--- config.mk ---
export PLATFORM = sky130hd
export DESIGN_NAME = script_node_type_inference_flat
export DESIGN_NICKNAME = d
export VERILOG_FILES = /design/src/rtl/snti_pkg.sv /design/src/rtl/snti_if.sv /design/src/rtl/snti_rules.sv /design/src/rtl/script_node_type_inference.sv /design/src/flat_wrapper.sv
export SDC_FILE = /design/constraint.sdc
export NUM_CORES = 1
export LEC_CHECK = 0
export ABC_AREA = 1
export BUFFER_PORTS_ARGS = -buffer_cell sky130_fd_sc_hd__buf_4
export CAP_MARGIN = 20
export CORE_MARGIN = 1
export CORE_UTILIZATION = 50
export CTS_BUF_LIST = sky130_fd_sc_hd__clkbuf_8 sky130_fd_sc_hd__clkbuf_16
export DETAILED_ROUTE_END_ITERATION = 7
export GPL_TIMING_DRIVEN = 0
export PLACE_DENSITY_LB_ADDON = 0.05
export SETUP_SLACK_MARGIN = 0.2
export SLEW_MARGIN = 10
export SYNTH_ARGS = -nofsm -noshare
export SYNTH_HDL_FRONTEND = slang
export SYNTH_HIERARCHICAL = 1
export SYNTH_SLANG_ARGS = --single-unit
--- constraint.sdc ---
create_clock -name i_clk -period 4 [get_ports i_clk]
set_input_delay 0.4 -clock i_clk [delete_from_list [all_inputs] [get_ports i_clk]]
set_output_delay 0.4 -clock i_clk [all_outputs]
set_load 0.05 [all_outputs]
--- src/rtl/snti_pkg.sv ---
`timescale 1ns / 1ps
// ----------------------------------------------------------------------------
// snti_pkg
// Shared types, property bit masks and node kind codes for the node type
// inference block.
// ----------------------------------------------------------------------------
package snti_pkg;

    localparam int unsigned PROP_W = 14;
    localparam int unsigned CMD_W  = 5;

    typedef logic [PROP_W-1:0] t_props;
    typedef logic [CMD_W-1:0]  t_cmd;

    typedef struct packed {
        t_cmd   command;
        t_props x_props;
        t_props y_props;
        t_props z_props;
    } t_snti_req;

    typedef struct packed {
        t_props node_props;
        logic   unsupported;
        logic   rule_violation;
    } t_snti_rsp;

    // property bits
    localparam t_props P_K = 14'h0001;
    localparam t_props P_V = 14'h0002;
    localparam t_props P_B = 14'h0004;
    localparam t_props P_W = 14'h0008;
    localparam t_props P_Z = 14'h0010;
    localparam t_props P_O = 14'h0020;
    localparam t_props P_N = 14'h0040;
    localparam t_props P_D = 14'h0080;
    localparam t_props P_U = 14'h0100;
    localparam t_props P_E = 14'h0200;
    localparam t_props P_F = 14'h0400;
    localparam t_props P_S = 14'h0800;
    localparam t_props P_M = 14'h1000;
    localparam t_props P_X = 14'h2000;

    localparam t_props P_BASE = P_K | P_V | P_B | P_W;

    // node kinds
    localparam t_cmd CMD_PK        = 5'd0;
    localparam t_cmd CMD_PK_H      = 5'd1;
    localparam t_cmd CMD_OLDER     = 5'd2;
    localparam t_cmd CMD_AFTER     = 5'd3;
    localparam t_cmd CMD_SHA256    = 5'd4;
    localparam t_cmd CMD_RIPEMD160 = 5'd5;
    localparam t_cmd CMD_HASH256   = 5'd6;
    localparam t_cmd CMD_HASH160   = 5'd7;
    localparam t_cmd CMD_TRUE      = 5'd8;
    localparam t_cmd CMD_FALSE     = 5'd9;
    localparam t_cmd CMD_WRAP_A    = 5'd10;
    localparam t_cmd CMD_WRAP_S    = 5'd11;
    localparam t_cmd CMD_WRAP_C    = 5'd12;
    localparam t_cmd CMD_WRAP_D    = 5'd13;
    localparam t_cmd CMD_WRAP_V    = 5'd14;
    localparam t_cmd CMD_WRAP_J    = 5'd15;
    localparam t_cmd CMD_WRAP_N    = 5'd16;
    localparam t_cmd CMD_AND_V     = 5'd17;
    localparam t_cmd CMD_AND_B     = 5'd18;
    localparam t_cmd CMD_OR_B      = 5'd19;
    localparam t_cmd CMD_OR_D      = 5'd20;
    localparam t_cmd CMD_OR_C      = 5'd21;
    localparam t_cmd CMD_OR_I      = 5'd22;
    localparam t_cmd CMD_ANDOR     = 5'd23;
    localparam t_cmd CMD_THRESH_M  = 5'd24;

    function automatic logic f_has(input t_props m, input t_props req);
        return (m & req) == req;
    endfunction

    function automatic t_props f_when(input logic c, input t_props v);
        return c ? v : '0;
    endfunction

endpackage

--- src/rtl/snti_if.sv ---
`timescale 1ns / 1ps
// ----------------------------------------------------------------------------
// snti_if
// Valid/ready channels carrying node requests and typed results.
// ----------------------------------------------------------------------------
interface snti_req_if import snti_pkg::*; ();
    logic      valid;
    logic      ready;
    t_snti_req data;

    modport source (output valid, output data, input ready);
    modport sink   (input valid, input data, output ready);
endinterface

interface snti_rsp_if import snti_pkg::*; ();
    logic      valid;
    logic      ready;
    t_snti_rsp data;

    modport source (output valid, output data, input ready);
    modport sink   (input valid, input data, output ready);
endinterface

--- src/rtl/snti_rules.sv ---
`timescale 1ns / 1ps
// ----------------------------------------------------------------------------
// snti_rules
// Per-kind property rules, sanitisation and consistency check for one node.
// ----------------------------------------------------------------------------
module snti_rules import snti_pkg::*; (
    input  t_snti_req i_req,
    output t_snti_rsp o_rsp
);

    t_props x;
    t_props y;
    t_props z;
    t_props xy;
    t_props w;
    t_props raw;
    t_props base;
    logic   bad;
    logic   viol;

    assign x    = i_req.x_props;
    assign y    = i_req.y_props;
    assign z    = i_req.z_props;
    assign xy   = x | y;
    assign w    = x | (y & z);
    assign base = raw & P_BASE;

    always_comb begin
        bad = 1'b0;
        case (i_req.command)
            CMD_PK: begin
                raw = P_K|P_O|P_N|P_U|P_D|P_E|P_M|P_S|P_X;
            end
            CMD_PK_H: begin
                raw = P_K|P_N|P_U|P_D|P_E|P_M|P_S|P_X;
            end
            CMD_OLDER, CMD_AFTER: begin
                raw = P_B|P_Z|P_F|P_M|P_X;
            end
            CMD_SHA256, CMD_RIPEMD160, CMD_HASH256, CMD_HASH160: begin
                raw = P_B|P_O|P_N|P_U|P_D|P_M;
            end
            CMD_TRUE: begin
                raw = P_B|P_Z|P_U|P_F|P_M|P_X;
            end
            CMD_FALSE: begin
                raw = P_B|P_Z|P_U|P_D|P_E|P_M|P_S|P_X;
            end
            CMD_WRAP_A: begin
                raw = f_when(f_has(x, P_B), P_W) | (x & (P_U|P_D|P_F|P_E|P_M|P_S)) | P_X;
            end
            CMD_WRAP_S: begin
                raw = f_when(f_has(x, P_B|P_O), P_W)
                    | (x & (P_U|P_D|P_F|P_E|P_M|P_S|P_X));
            end
            CMD_WRAP_C: begin
                raw = f_when(f_has(x, P_K), P_B) | (x & (P_O|P_N|P_D|P_E|P_M)) | P_U | P_S;
            end
            CMD_WRAP_D: begin
                raw = f_when(f_has(x, P_V|P_Z), P_B) | f_when(f_has(x, P_Z), P_O)
                    | f_when(f_has(x, P_F), P_E) | (x & (P_M|P_S)) | P_N|P_U|P_D|P_X;
            end
            CMD_WRAP_V: begin
                raw = f_when(f_has(x, P_B), P_V) | (x & (P_Z|P_O|P_N|P_M|P_S)) | P_F|P_X;
            end
            CMD_WRAP_J: begin
                raw = f_when(f_has(x, P_B|P_N), P_B) | f_when(f_has(x, P_F), P_E)
                    | (x & (P_O|P_U|P_M|P_S)) | P_N|P_D|P_X;
            end
            CMD_WRAP_N: begin
                raw = (x & (P_B|P_Z|P_O|P_N|P_D|P_F|P_E|P_M|P_S)) | P_U|P_X;
            end
            CMD_AND_V: begin
                raw = f_when(f_has(x, P_V), y & (P_K|P_V|P_B)) | (x & P_N)
                    | f_when(f_has(x, P_Z), y & P_N) | f_when(f_has(xy, P_Z), xy & P_O)
                    | (x & y & (P_D|P_M|P_Z)) | (xy & P_S) | (y & (P_U|P_F|P_X));
            end
            CMD_AND_B: begin
                raw = f_when(f_has(y, P_W), x & P_B) | f_when(f_has(xy, P_Z), xy & P_O)
                    | (x & P_N) | f_when(f_has(x, P_Z), y & P_N)
                    | f_when(f_has(x & y, P_S), x & y & P_E)
                    | (x & y & (P_D|P_F|P_Z|P_M)) | (xy & P_S) | P_U|P_X;
            end
            CMD_OR_B: begin
                raw = f_when(f_has(x, P_B|P_D) && f_has(y, P_W|P_D), P_B)
                    | f_when(f_has(xy, P_Z), xy & P_O)
                    | f_when(f_has(xy, P_S) && f_has(x & y, P_E), x & y & P_M)
                    | (x & y & (P_Z|P_S|P_E)) | P_D|P_U|P_X;
            end
            CMD_OR_D: begin
                raw = f_when(f_has(x, P_B|P_D|P_U), y & P_B)
                    | f_when(f_has(y, P_Z), x & P_O)
                    | f_when(f_has(x, P_E) && f_has(xy, P_S), x & y & P_M)
                    | (x & y & (P_Z|P_E|P_S)) | (y & (P_U|P_F|P_D)) | P_X;
            end
            CMD_OR_C: begin
                raw = f_when(f_has(x, P_B|P_D|P_U), y & P_V)
                    | f_when(f_has(y, P_Z), x & P_O)
                    | f_when(f_has(x, P_E) && f_has(xy, P_S), x & y & P_M)
                    | (x & y & (P_Z|P_S)) | P_F|P_X;
            end
            CMD_OR_I: begin
                raw = (x & y & (P_V|P_B|P_K|P_U|P_F|P_S))
                    | f_when(f_has(x & y, P_Z), P_O) | f_when(f_has(xy, P_F), xy & P_E)
                    | f_when(f_has(xy, P_S), x & y & P_M) | (xy & P_D) | P_X;
            end
            CMD_ANDOR: begin
                raw = f_when(f_has(x, P_B|P_D|P_U), y & z & (P_B|P_K|P_V))
                    | (x & y & z & P_Z) | f_when(f_has(w, P_Z), w & P_O)
                    | (y & z & (P_F|P_U)) | (z & P_D)
                    | f_when(f_has(x, P_S) || f_has(y, P_F), x & z & P_E)
                    | f_when(f_has(x, P_E) && f_has(xy | z, P_S), x & y & z & P_M)
                    | (z & xy & P_S) | P_X;
            end
            CMD_THRESH_M: begin
                raw = P_B|P_N|P_U|P_D|P_E|P_M|P_S;
            end
            default: begin
                raw = '0;
                bad = 1'b1;
            end
        endcase
    end

    // exactly one base type, then the pairwise implications and conflicts
    always_comb begin
        viol = !((base != '0) && ((base & (base - 14'd1)) == '0))
            || f_has(raw, P_Z|P_O) || f_has(raw, P_N|P_Z) || f_has(raw, P_V|P_D)
            || (((raw & P_K) != '0) && ((raw & P_U) == '0))
            || f_has(raw, P_V|P_U) || f_has(raw, P_E|P_F)
            || (((raw & P_E) != '0) && ((raw & P_D) == '0))
            || f_has(raw, P_V|P_E) || f_has(raw, P_D|P_F)
            || (((raw & P_V) != '0) && ((raw & P_F) == '0))
            || (((raw & P_K) != '0) && ((raw & P_S) == '0))
            || (((raw & P_Z) != '0) && ((raw & P_M) == '0));
    end

    assign o_rsp.node_props     = (base == '0) ? '0 : raw;
    assign o_rsp.unsupported    = bad;
    assign o_rsp.rule_violation = (base != '0) && viol;

endmodule

--- src/rtl/script_node_type_inference.sv ---
`timescale 1ns / 1ps
// ----------------------------------------------------------------------------
// script_node_type_inference
// Path: input register, rule logic, result register; a result is valid once its
//   request has passed through both registers.
// Throughput: one node per cycle while the receiver is ready; stages advance
//   whenever the next one is free or being drained.
// Reset: synchronous active-low i_rst_n empties both stages.
// ----------------------------------------------------------------------------
module script_node_type_inference import snti_pkg::*; (
    input  logic          i_clk,
    input  logic          i_rst_n,
    snti_req_if.sink      i_req,
    snti_rsp_if.source    o_rsp
);

    logic      r_in_valid;
    t_snti_req r_in_data;
    logic      r_out_valid;
    t_snti_rsp r_out_data;
    t_snti_rsp n_out_data;
    logic      out_free;
    logic      in_free;

    assign out_free = !r_out_valid || o_rsp.ready;
    assign in_free  = !r_in_valid || out_free;

    snti_rules u_rules (
        .i_req (r_in_data),
        .o_rsp (n_out_data)
    );

    always_ff @(posedge i_clk) begin
        if (!i_rst_n) begin
            r_in_valid  <= 1'b0;
            r_out_valid <= 1'b0;
        end else begin
            if (in_free) begin
                r_in_valid <= i_req.valid;
            end
            if (out_free) begin
                r_out_valid <= r_in_valid;
            end
        end
    end

    always_ff @(posedge i_clk) begin
        if (in_free && i_req.valid) begin
            r_in_data <= i_req.data;
        end
        if (out_free && r_in_valid) begin
            r_out_data <= n_out_data;
        end
    end

    assign i_req.ready = in_free;
    assign o_rsp.valid = r_out_valid;
    assign o_rsp.data  = r_out_data;

endmodule

--- src/flat_wrapper.sv ---
// flat-port wrapper written by rule: the top's interface ports become plain ports
module script_node_type_inference_flat import snti_pkg::*;
  (i_clk, i_rst_n, i_req_valid, i_req_data, i_req_ready, o_rsp_valid, o_rsp_data, o_rsp_ready);
  snti_req_if i_req_i ();
  snti_rsp_if o_rsp_i ();
  input  logic i_clk;
  input  logic i_rst_n;
  input wire logic [$bits(i_req_i.valid)-1:0] i_req_valid;
  input wire logic [$bits(i_req_i.data)-1:0] i_req_data;
  output wire logic [$bits(i_req_i.ready)-1:0] i_req_ready;
  output wire logic [$bits(o_rsp_i.valid)-1:0] o_rsp_valid;
  output wire logic [$bits(o_rsp_i.data)-1:0] o_rsp_data;
  input wire logic [$bits(o_rsp_i.ready)-1:0] o_rsp_ready;
  assign i_req_i.valid = i_req_valid;
  assign i_req_i.data = i_req_data;
  assign i_req_ready = i_req_i.ready;
  assign o_rsp_valid = o_rsp_i.valid;
  assign o_rsp_data = o_rsp_i.data;
  assign o_rsp_i.ready = o_rsp_ready;
  script_node_type_inference u_core (.i_clk(i_clk), .i_rst_n(i_rst_n), .i_req(i_req_i), .o_rsp(o_rsp_i));
endmodule
==> flow_metrics.py, run 1 <==
metrics = {
    "status": {
        "status": "complete, no violations",
    },
    "cts": {
        "cts_num_sinks": 61,
        "h-tree-depth": 3,
        "clockBufferDepth": 2,
        "post_cts_buffers": 0,
        "clkSlewWorstSetupHoldPaths_ns": 0.07,
        "insertion_delay_ns": 0.33,
        "cts-hold-fix-buffers": 0,
        "root_buffer": "clkbuf_8",
        "cts_tree": "built",
        "cts_resized": 0,
        "cts_made_buffers": 9,
    },
    "pwr": {
        "pwr_density_cell_nw_per_um2": 384,
        "switching_power_uw": 398,
        "p_leak_uw": 0.00189,
        "clock_power_share": 0.336,
        "ir_drop_v": 0.000268,
        "combPwrFrac": 0.153,
        "seq_power_share": 0.510,
        "switching_share": 0.264,
        "intPower_uw": 1110,
    },
    "placement": {
        "port_buffers": 64,
        "place_hpwl_mm": 6.24,
        "routabilityCongestion": 0.947,
    },
    "worst_setup_path": {
        "critPathMostFrequentCell": "nor2_1",
        "crit_path_start": "u_core/r_in_data[45]",
        "r2r_start": "u_core/r_in_data[45]",
        "reg2regPathDepth": 11,
        "worst-setup-path-type": "register to register",
        "max_stage_delay_ns": 0.49,
        "critPathTopFamily": "simple AND/OR/NAND/NOR gates",
        "cp_data_required_time_ns": 4.08,
        "cp-end-kind": "register",
        "startpoint_type": "register",
        "crit_buf_inv": 2,
        "cp_slowest_cell": "edfxtp_1",
        "r2r_setup_slack_ns": 1.46,
        "path_cells": "inv_1 > nor2_1 > nand2_1 > nand2_1 > nor2_1 > nand4_1 > a21oi_1 > nand2_1 > nor2_1 > buf_4 > nor2_1",
        "cp_data_arrival_time_ns": 2.62,
        "r2r-end": "u_core/o_rsp.data[15]",
        "crit_fanout": 10,
    },
    "route": {
        "routedWlPerCell_um": 15.9,
        "first_pass_iters": 6,
        "drc_errors": 0,
        "drtIter0Drc": 331,
        "postRouteAntennaNets": 0,
        "viasPerCell": 5.49,
        "route.vias.total": 2867,
        "routed_wl_mm": 8.30,
    },
    "floorplanning": {
        "die_w_um": 81.5,
        "start_util": 0.527,
        "coreArea_um2": 5990,
        "die_area_um2": 6640,
        "die_h_um": 81.5,
        "io_pins": 69,
        "fp-row-count": 28,
    },
    "logic_synthesis": {
        "ys_warn_count": 6,
        "syn_inst": 366,
        "syn_nets": 417,
        "netlist_area_um2": 3160,
        "avgSynthCellArea_um2": 8.63,
    },
    "timing": {
        "period_needed_ns": 2.54,
        "setup_viol": 0,
        "worst_slew_pin_slew_ns": 0.893,
        "setup_tns_ns": 0,
        "fmax_ghz": 0.393,
        "finalClockSkew_ns": 0.00960,
        "rsz0062_at_grt": "false",
        "timing.hold.ws_ns": 0.244,
        "maxSlewViolCount": 0,
        "finalHoldViolations": 0,
        "fin_crit_sh": 0.636,
        "maxSlewHeadroom": 0.405,
    },
    "cells_and_area": {
        "fin_nets": 493,
        "multiInputGateArea_um2": 1130,
        "layout-drive-gt1-share": 0.210,
        "final_core_utilization": 0.655,
        "areaGrowthSynthToFinish_pct": 24.2,
        "antenna_cells": 0,
        "seq_area_um2": 1810,
        "n_fill_cell": 506,
    },
    "min_path": {
        "worst_hold_path.endpoint": "u_core/r_in_data[46]",
        "hold_class": "input pin to register",
        "min-delay-start": "i_req_data[46]",
        "holdPathStages": 1,
    },
    "run": {
        "cap_violations": 0,
    },
    "global_route": {
        "first_global_vias": 2637,
        "grt_pass1_wl_mm": 12.8,
        "overflow": 0,
        "track_usage": 0.269,
        "grt_antenna_before_repair": 0,
        "grt_max_degree": 44,
    },
}
final cells by class:
| class | instances | share of cell area |
|---|---|---|
| sequential | 61 | 0.462 |
| tap | 75 | 0.0239 |
| timing repair buffer | 65 | 0.124 |
| clock buffer | 9 | 0.0316 |
| inverter | 46 | 0.0440 |
| clock inverter | 7 | 0.0147 |
| multi-input combinational | 253 | 0.289 |
| buffer | 6 | 0.0102 |
worst max-delay path by stage:
stage | endpoint | slack [ns] | depth (start not counted)
6_report | u_core/o_rsp.data[15] | 1.46 | 11
5_1_grt | u_core/o_rsp.data[6] | 1.35 | 13
4_1_cts | u_core/o_rsp.data[15] | 1.53 | 11
3_5_place_dp | u_core/o_rsp.data[15] | 1.55 | 11
3_3_place_gp | u_core/o_rsp.data[0] | 1.57 | 13
2_1_floorplan | u_core/r_in_data[0] | 1.83 | 3
state kept, by name, indices dropped and copies added, names as in the netlist:
register	flops
u_core/r_in_data	43
u_core/o_rsp.valid	1
u_core/o_rsp.data	16
u_core/r_in_valid	1
metrics by stage:
step / setup WS, ns / cell area (µm²) / total power (µW) / std cells
4_1_cts: 1.53 / 3920 / 1510 / 522
6_report: 1.46 / 3920 / 1500 / 522
5_1_grt: 1.35 / 3920 / 1560 / 522
3_3_place_gp: 1.57 / 3730 / 1000 / 505
2_1_floorplan: 1.83 / 3160 / 916 / 366
3_5_place_dp: 1.55 / 3740 / 1010 / 506
layer usage:
layer	part of all wire	vias up	GRT usage
met2	0.49	168	0.442
met4	0.018	0	0.105
met5	0	-	0
li1	-	1372	-
met1	0.42	1306	0.351
met3	0.074	21	0.0489
placed cells by master, fill, tap and decap left out, types with 5 or more instances in the layout:
cell type and n:
nand4_1 12, nand2_1 103, a21oi_1 17, buf_4 69, inv_1 46, nor2_1 61, edfxtp_1 59, nand3_1 33
clkbuf_8 9, nor3_1 5, o21ai_0 5
power by group through the flow:
stage          Clock, µW  Combinational (µW)  Sequential (µW)
2_1_floorplan          0                 110              806
3_3_place_gp           0                 220              780
3_5_place_dp           0                 226              781
4_1_cts              516                 228              767
5_1_grt              540                 251              772
6_report             506                 231              768
No activity file was read; power rests on OpenSTA's default activity.
==> inputs of run 2 (changes only) <==
- CORE_UTILIZATION: 50 -> 49
- clock period: 4 -> 2.15 ns (I/O delays scaled with it)
==> run 2 against run 1 <==
Against the previous run: sequential share of layout area decreased by 6.1 points; non-clock buffer count increased by 25; via count increased by 6.6%; final area increased by 15%; routed wire length increased by 8.3%; setup slack got worse by 1.4 ns; largest power group unchanged.
==> flow_metrics.py, run 2 (synthesized netlist as in run 1, its figures left out) <==
metrics = {
    "worst_setup_path": {
        "path_cells": "buf_6 > nand3_4 > inv_6 > nand2_4 > a21oi_1 > nand2_1 > nand3_2 > a21oi_2 > nand2_2 > nor2_4 > buf_6 > a21oi_1",
        "crit_path_start": "u_core/r_in_data[46]",
        "crit_fanout": 7,
        "worst-setup-path-type": "register to register",
        "cp_slowest_cell": "edfxtp_1",
        "critPathTopFamily": "simple AND/OR/NAND/NOR gates",
        "cp_data_required_time_ns": 2.25,
        "crit_buf_inv": 3,
        "startpoint_type": "register",
        "r2r_start": "u_core/r_in_data[46]",
        "cp_data_arrival_time_ns": 2.23,
        "max_stage_delay_ns": 0.47,
        "cp-end-kind": "register",
    },
    "pwr": {
        "seq_power_share": 0.449,
        "pwr_density_cell_nw_per_um2": 703,
        "combPwrFrac": 0.173,
        "intPower_uw": 2360,
        "switching_power_uw": 821,
        "p_leak_uw": 0.00212,
        "clock_power_share": 0.378,
        "switching_share": 0.258,
        "ir_drop_v": 0.000483,
    },
    "global_route": {
        "first_global_vias": 2802,
        "overflow": 0,
        "grt_antenna_before_repair": 0,
        "grt_pass1_wl_mm": 13.4,
        "grt_max_degree": 44,
        "track_usage": 0.280,
    },
    "status": {
        "status": "complete, no violations",
    },
    "cts": {
        "h-tree-depth": 3,
        "clockBufferDepth": 2,
        "root_buffer": "clkbuf_8",
        "clkSlewWorstSetupHoldPaths_ns": 0.07,
        "cts_made_buffers": 9,
        "cts_tree": "built",
        "insertion_delay_ns": 0.35,
        "cts_num_sinks": 61,
    },
    "floorplanning": {
        "start_util": 0.521,
        "io_pins": 69,
        "fp-row-count": 28,
        "die_h_um": 82.3,
        "die_w_um": 82.3,
        "coreArea_um2": 6060,
        "die_area_um2": 6770,
    },
    "timing": {
        "fin_crit_sh": 0.992,
        "worst_slew_pin_slew_ns": 0.675,
        "fmax_ghz": 0.469,
        "maxSlewViolCount": 0,
        "setup_viol": 0,
        "maxSlewHeadroom": 0.550,
        "period_needed_ns": 2.13,
        "finalHoldViolations": 0,
        "finalClockSkew_ns": 0.0128,
        "rsz0062_at_grt": "true",
        "worst_slack_ns": 0.0172,
    },
    "min_path": {
        "min-delay-start": "i_req_data[24]",
        "hold_class": "input pin to register",
    },
    "cells_and_area": {
        "mostFrequentLayoutCell": "buf_4",
        "fin_nets": 520,
        "antenna_cells": 0,
        "final_core_utilization": 0.746,
        "largest_register_ffs": 43,
        "seq_area_um2": 1810,
        "finalNonFillerCells": 549,
        "layout-drive-gt1-share": 0.392,
        "final_cell_mix": "buf_4, nand2_1, edfxtp_1",
        "areaGrowthSynthToFinish_pct": 43.1,
        "n_fill_cell": 477,
        "multiInputGateArea_um2": 1420,
        "largest-register": "u_core/r_in_data",
    },
    "route": {
        "postRouteAntennaNets": 0,
        "viasPerCell": 5.57,
        "routedWlPerCell_um": 16.4,
        "first_pass_iters": 4,
        "route.vias.total": 3056,
        "routed_wl_mm": 8.99,
        "drtIter0Drc": 272,
        "drc_errors": 0,
    },
    "placement": {
        "dpl.cell_count": 506,
        "place_hpwl_mm": 6.10,
        "port_buffers": 64,
        "pre_cts_ws_ns": -0.259,
        "routabilityCongestion": 0.969,
    },
    "run": {
        "cap_violations": 0,
    },
}
-- run 2: final timing paths --
| check | endpoint | slack, ns | depth (start not counted) |
|---|---|---|---|
| worst max register to register | u_core/o_rsp.data[11] | 0.02 | 12 |
| worst min-delay path | u_core/r_in_data[24] | 0.04 | 1 |
| worst min register to register | u_core/o_rsp.valid | 0.52 | 2 |
| worst max-delay path | u_core/o_rsp.data[11] | 0.02 | 12 |
-- run 2: power groups by stage --
stage	Sequential [µW]	Clock [µW]	Combinational [µW]
after CTS	1430	1200	504
after global routing	1430	1250	590
after global placement	1450	0	410
final	1430	1200	550
after floorplan	1500	0	206
after detailed placement	1450	0	417
-- run 2: final cells by class --
type                       count  share of cell area
clock buffer                   9              0.0274
multi-input combinational    254               0.315
clock inverter                 7              0.0235
buffer                         6              0.0141
timing repair buffer          90               0.154
inverter                      46              0.0418
sequential                    61               0.401
tap                           75              0.0208
timing repair inverter         1             0.00166
-- run 2: what timing repair did --
| item | in CTS | in global routing |
|---|---|---|
| endpoints found under the setup margin | 12 | 54 |
| gates resized for setup | 71 | 34 |
| hold buffers | 0 | 0 |
| pin swaps | 16 | 15 |
| cloned | 2 | 1 |
| buffers inserted | 20 | 4 |
-- run 2: stage by stage --
stage               hold WS (ns)  instance area [µm²]  total power (µW)  TNS (ns)
CTS                       0.0373                 4350              3130         0
finish                    0.0371                 4520              3180         0
detailed placement         0.394                 3750              1870     -2.60
floorplan                  0.314                 3170              1710         0
global route              0.0306                 4520              3270    -0.170
global placement           0.393                 3740              1860     -2.91
-- run 2: layer usage --
| metal | wire, µm | part of all wire | GRT usage |
|---|---|---|---|
| met1 | 3640 | 0.40 | 0.356 |
| met2 | 4230 | 0.47 | 0.442 |
| met3 | 755 | 0.084 | 0.0560 |
| met4 | 364 | 0.040 | 0.165 |
| met5 | 0 | 0 | 0 |
==> inputs of run 3 (changes only) <==
- CELL_PAD_IN_SITES_DETAIL_PLACEMENT: default -> 1
- CELL_PAD_IN_SITES_GLOBAL_PLACEMENT: default -> 2
- CORE_UTILIZATION: 49 -> 30
- SYNTH_HIERARCHICAL: 1 -> default
==> run 3 against run 2 <==
Against the previous run: the run now ends with setup timing left; clock skew is 0.0054 ns lower; die area is 78% higher; first-iteration DRC count is 50% lower; hold slack better by 0.012 ns; cell count is 16% higher; power is 5.2% higher; critical path depth is the same; largest cell class unchanged.
==> flow_metrics.py, run 3 <==
metrics = {
    "route": {
        "routedWlPerCell_um": 17.4,
        "first_pass_iters": 4,
        "postRouteAntennaNets": 0,
        "drc_errors": 0,
        "routed_wl_mm": 11.0,
        "viasPerCell": 4.70,
        "route.vias.total": 2987,
        "drtIter0Drc": 135,
    },
    "min_path": {
        "worst_hold_path.endpoint": "u_core.r_in_data[21]",
        "min-delay-start": "i_req_data[21]",
        "holdPathStages": 1,
        "hold_class": "input pin to register",
    },
    "worst_setup_path": {
        "r2r_setup_slack_ns": -0.009,
        "critPathTopFamily": "simple AND/OR/NAND/NOR gates",
        "cp_slowest_cell": "edfxtp_1",
        "worst-setup-path-type": "register to register",
        "cp_data_arrival_time_ns": 2.25,
        "r2r_start": "u_core.r_in_data[42]",
        "r2r-end": "u_core.o_rsp.data[11]",
        "cp_data_required_time_ns": 2.25,
        "cp-end-kind": "register",
        "reg2regPathDepth": 12,
        "critPathMostFrequentCell": "nor2_2",
        "crit_fanout": 8,
        "crit_buf_inv": 4,
        "startpoint_type": "register",
        "path_cells": "buf_6 > buf_4 > nand2_4 > nor2_4 > nor3_2 > inv_1 > nor2_2 > nand3_2 > a21oi_4 > nand3b_4 > inv_6 > nor2_2",
        "max_stage_delay_ns": 0.44,
    },
    "timing": {
        "maxSlewHeadroom": 0.436,
        "period_needed_ns": 2.16,
        "fmax_ghz": 0.463,
        "fin_crit_sh": 1.00,
        "finalHoldViolations": 0,
        "setup_viol": 9,
        "finalClockSkew_ns": 0.00735,
        "timing.hold.ws_ns": 0.0491,
        "rsz0062_at_grt": "true",
        "maxSlewViolCount": 0,
        "worst_slack_ns": -0.00877,
        "worst_slew_pin_slew_ns": 0.846,
    },
    "logic_synthesis": {
        "yosys-top-cells-count": "nand2_1, edfxtp_1, inv_1",
        "synth_top_family_by_area": "simple AND/OR/NAND/NOR gates",
        "avgSynthCellArea_um2": 9.19,
        "synthMuxAreaShare": 0,
        "synth.most_common_cell": "nand2_1",
        "synth_area_leader_cell": "edfxtp_1",
        "ys_warn_count": 0,
        "synthSimpleGateAreaFrac": 0.336,
        "yosys.area.top_type_share": 0.508,
        "ys_types": 38,
        "synthAdderAreaFrac": 0,
        "synth-compound-area-share": 0.0589,
        "netlist_top_cells_area": "edfxtp_1, nand2_1, inv_1, nand3_1, nor2_1",
        "syn_inst": 379,
        "syn_nets": 430,
        "ys.flop_type": "edfxtp_1",
        "seq_area_frac_synth": 0.520,
        "netlist_area_um2": 3480,
        "synth_seq_cells": 61,
        "synth_edf_count": 59,
        "ys_async_sr_fraction": 0,
        "synthXorXnorAreaFrac": 0,
    },
    "global_route": {
        "grt_antenna_before_repair": 0,
        "track_usage": 0.203,
        "first_global_vias": 3079,
        "overflow": 0,
        "grt_pass1_wl_mm": 16.9,
        "grt_max_degree": 23,
    },
    "cells_and_area": {
        "fin_nets": 541,
        "n_fill_cell": 1291,
        "finalNonFillerCells": 635,
        "final_core_utilization": 0.450,
        "final_cell_mix": "buf_4, nand2_1, edfxtp_1",
        "antenna_cells": 0,
        "largest_register_ffs": 43,
        "areaGrowthSynthToFinish_pct": 43.1,
        "mostFrequentLayoutCell": "buf_4",
        "layout-drive-gt1-share": 0.467,
        "largest-register": "u_core.r_in_data",
    },
    "cts": {
        "insertion_delay_ns": 0.34,
        "cts-hold-fix-buffers": 0,
        "h-tree-depth": 3,
        "cts_num_sinks": 61,
        "clkSlewWorstSetupHoldPaths_ns": 0.06,
        "cts_made_buffers": 9,
        "cts_tree": "built",
        "root_buffer": "clkbuf_16",
        "clockBufferDepth": 2,
    },
    "status": {
        "violations": "setup timing",
        "status": "finished with violations",
    },
    "floorplanning": {
        "io_pins": 69,
        "start_util": 0.315,
        "fp-row-count": 38,
        "die_area_um2": 12100,
        "die_w_um": 110,
        "die_h_um": 110,
        "coreArea_um2": 11100,
    },
    "pwr": {
        "p_leak_uw": 0.00229,
        "pwr_density_cell_nw_per_um2": 671,
        "ir_drop_v": 0.000392,
    },
    "placement": {
        "place_hpwl_mm": 8.03,
        "port_buffers": 64,
        "dpl.cell_count": 583,
        "routabilityCongestion": 0.890,
    },
    "run": {
        "cap_violations": 0,
    },
}
## run 3: metal layers
metal	track usage	wire [µm]	part of all wire
met3	0.0344	438	0.040
met4	0.0933	256	0.023
met5	0	0	0
met1	0.255	4940	0.45
met2	0.339	5400	0.49
## run 3: worst max path at each step
stage / start / slack [ns] / to / depth (start not counted)
after global placement: u_core.r_in_data[44] / -0.13 / u_core.o_rsp.data[0] / 12
after CTS: u_core.r_in_data[45] / 0.03 / u_core.o_rsp.data[0] / 14
after detailed placement: u_core.r_in_data[44] / -0.14 / u_core.o_rsp.data[0] / 12
final: u_core.r_in_data[42] / -0.009 / u_core.o_rsp.data[11] / 12
after floorplan: u_core.o_rsp.valid / 0.21 / u_core.r_in_data[0] / 3
after global routing: u_core.r_in_data[46] / -0.13 / u_core.o_rsp.data[0] / 14
## run 3: layout make-up
type	count	area, µm²	area share
sequential	61	1810	0.364
multi-input combinational	255	1630	0.327
timing repair buffer	97	746	0.150
inverter	57	248	0.0497
clock buffer	9	225	0.0452
tap	140	175	0.0351
buffer	7	98.8	0.0198
clock inverter	7	35.0	0.00703
timing repair inverter	2	16.3	0.00326
## run 3: kinds of logic after synthesis
kind of cell	after synthesis
AOI/OAI and AO/OA	32
DFF	61
buffers and inverters	64
and+or+nand+nor	222
## run 3: worst register-to-register path: stages, from the launching register on
cell and delay [ns]:
edfxtp_1 0.44, buf_6 0.19, buf_4 0.15, nand2_4 0.08, nor2_4 0.05, nor3_2 0.14, inv_1 0.07, nor2_2 0.13
nand3_2 0.12, a21oi_4 0.22, nand3b_4 0.18, inv_6 0.13, nor2_2 0.04
## run 3: stage by stage
step | TNS, ns | setup WS [ns] | power (µW) | cell area, µm²
4_1_cts | 0 | 0.0278 | 3350 | 4790
6_report | -0.0524 | -0.00877 | 3340 | 4980
3_3_place_gp | -0.918 | -0.131 | 1960 | 4160
2_1_floorplan | 0 | 0.211 | 1780 | 3500
5_1_grt | -1.02 | -0.126 | 3480 | 4980
3_5_place_dp | -1.07 | -0.141 | 1970 | 4160
## run 3: where the power goes
group          internal [µW]  switching [µW]
Sequential              1390            40.5
Combinational            247             393
Clock                    760             513
## run 3: timing repair
item / in CTS / in global routing
gates cloned: 5 / 0
resized for setup: 54 / 25
buffers inserted: 17 / 14
pin swaps: 19 / 25
setup endpoints to repair: 55 / 12
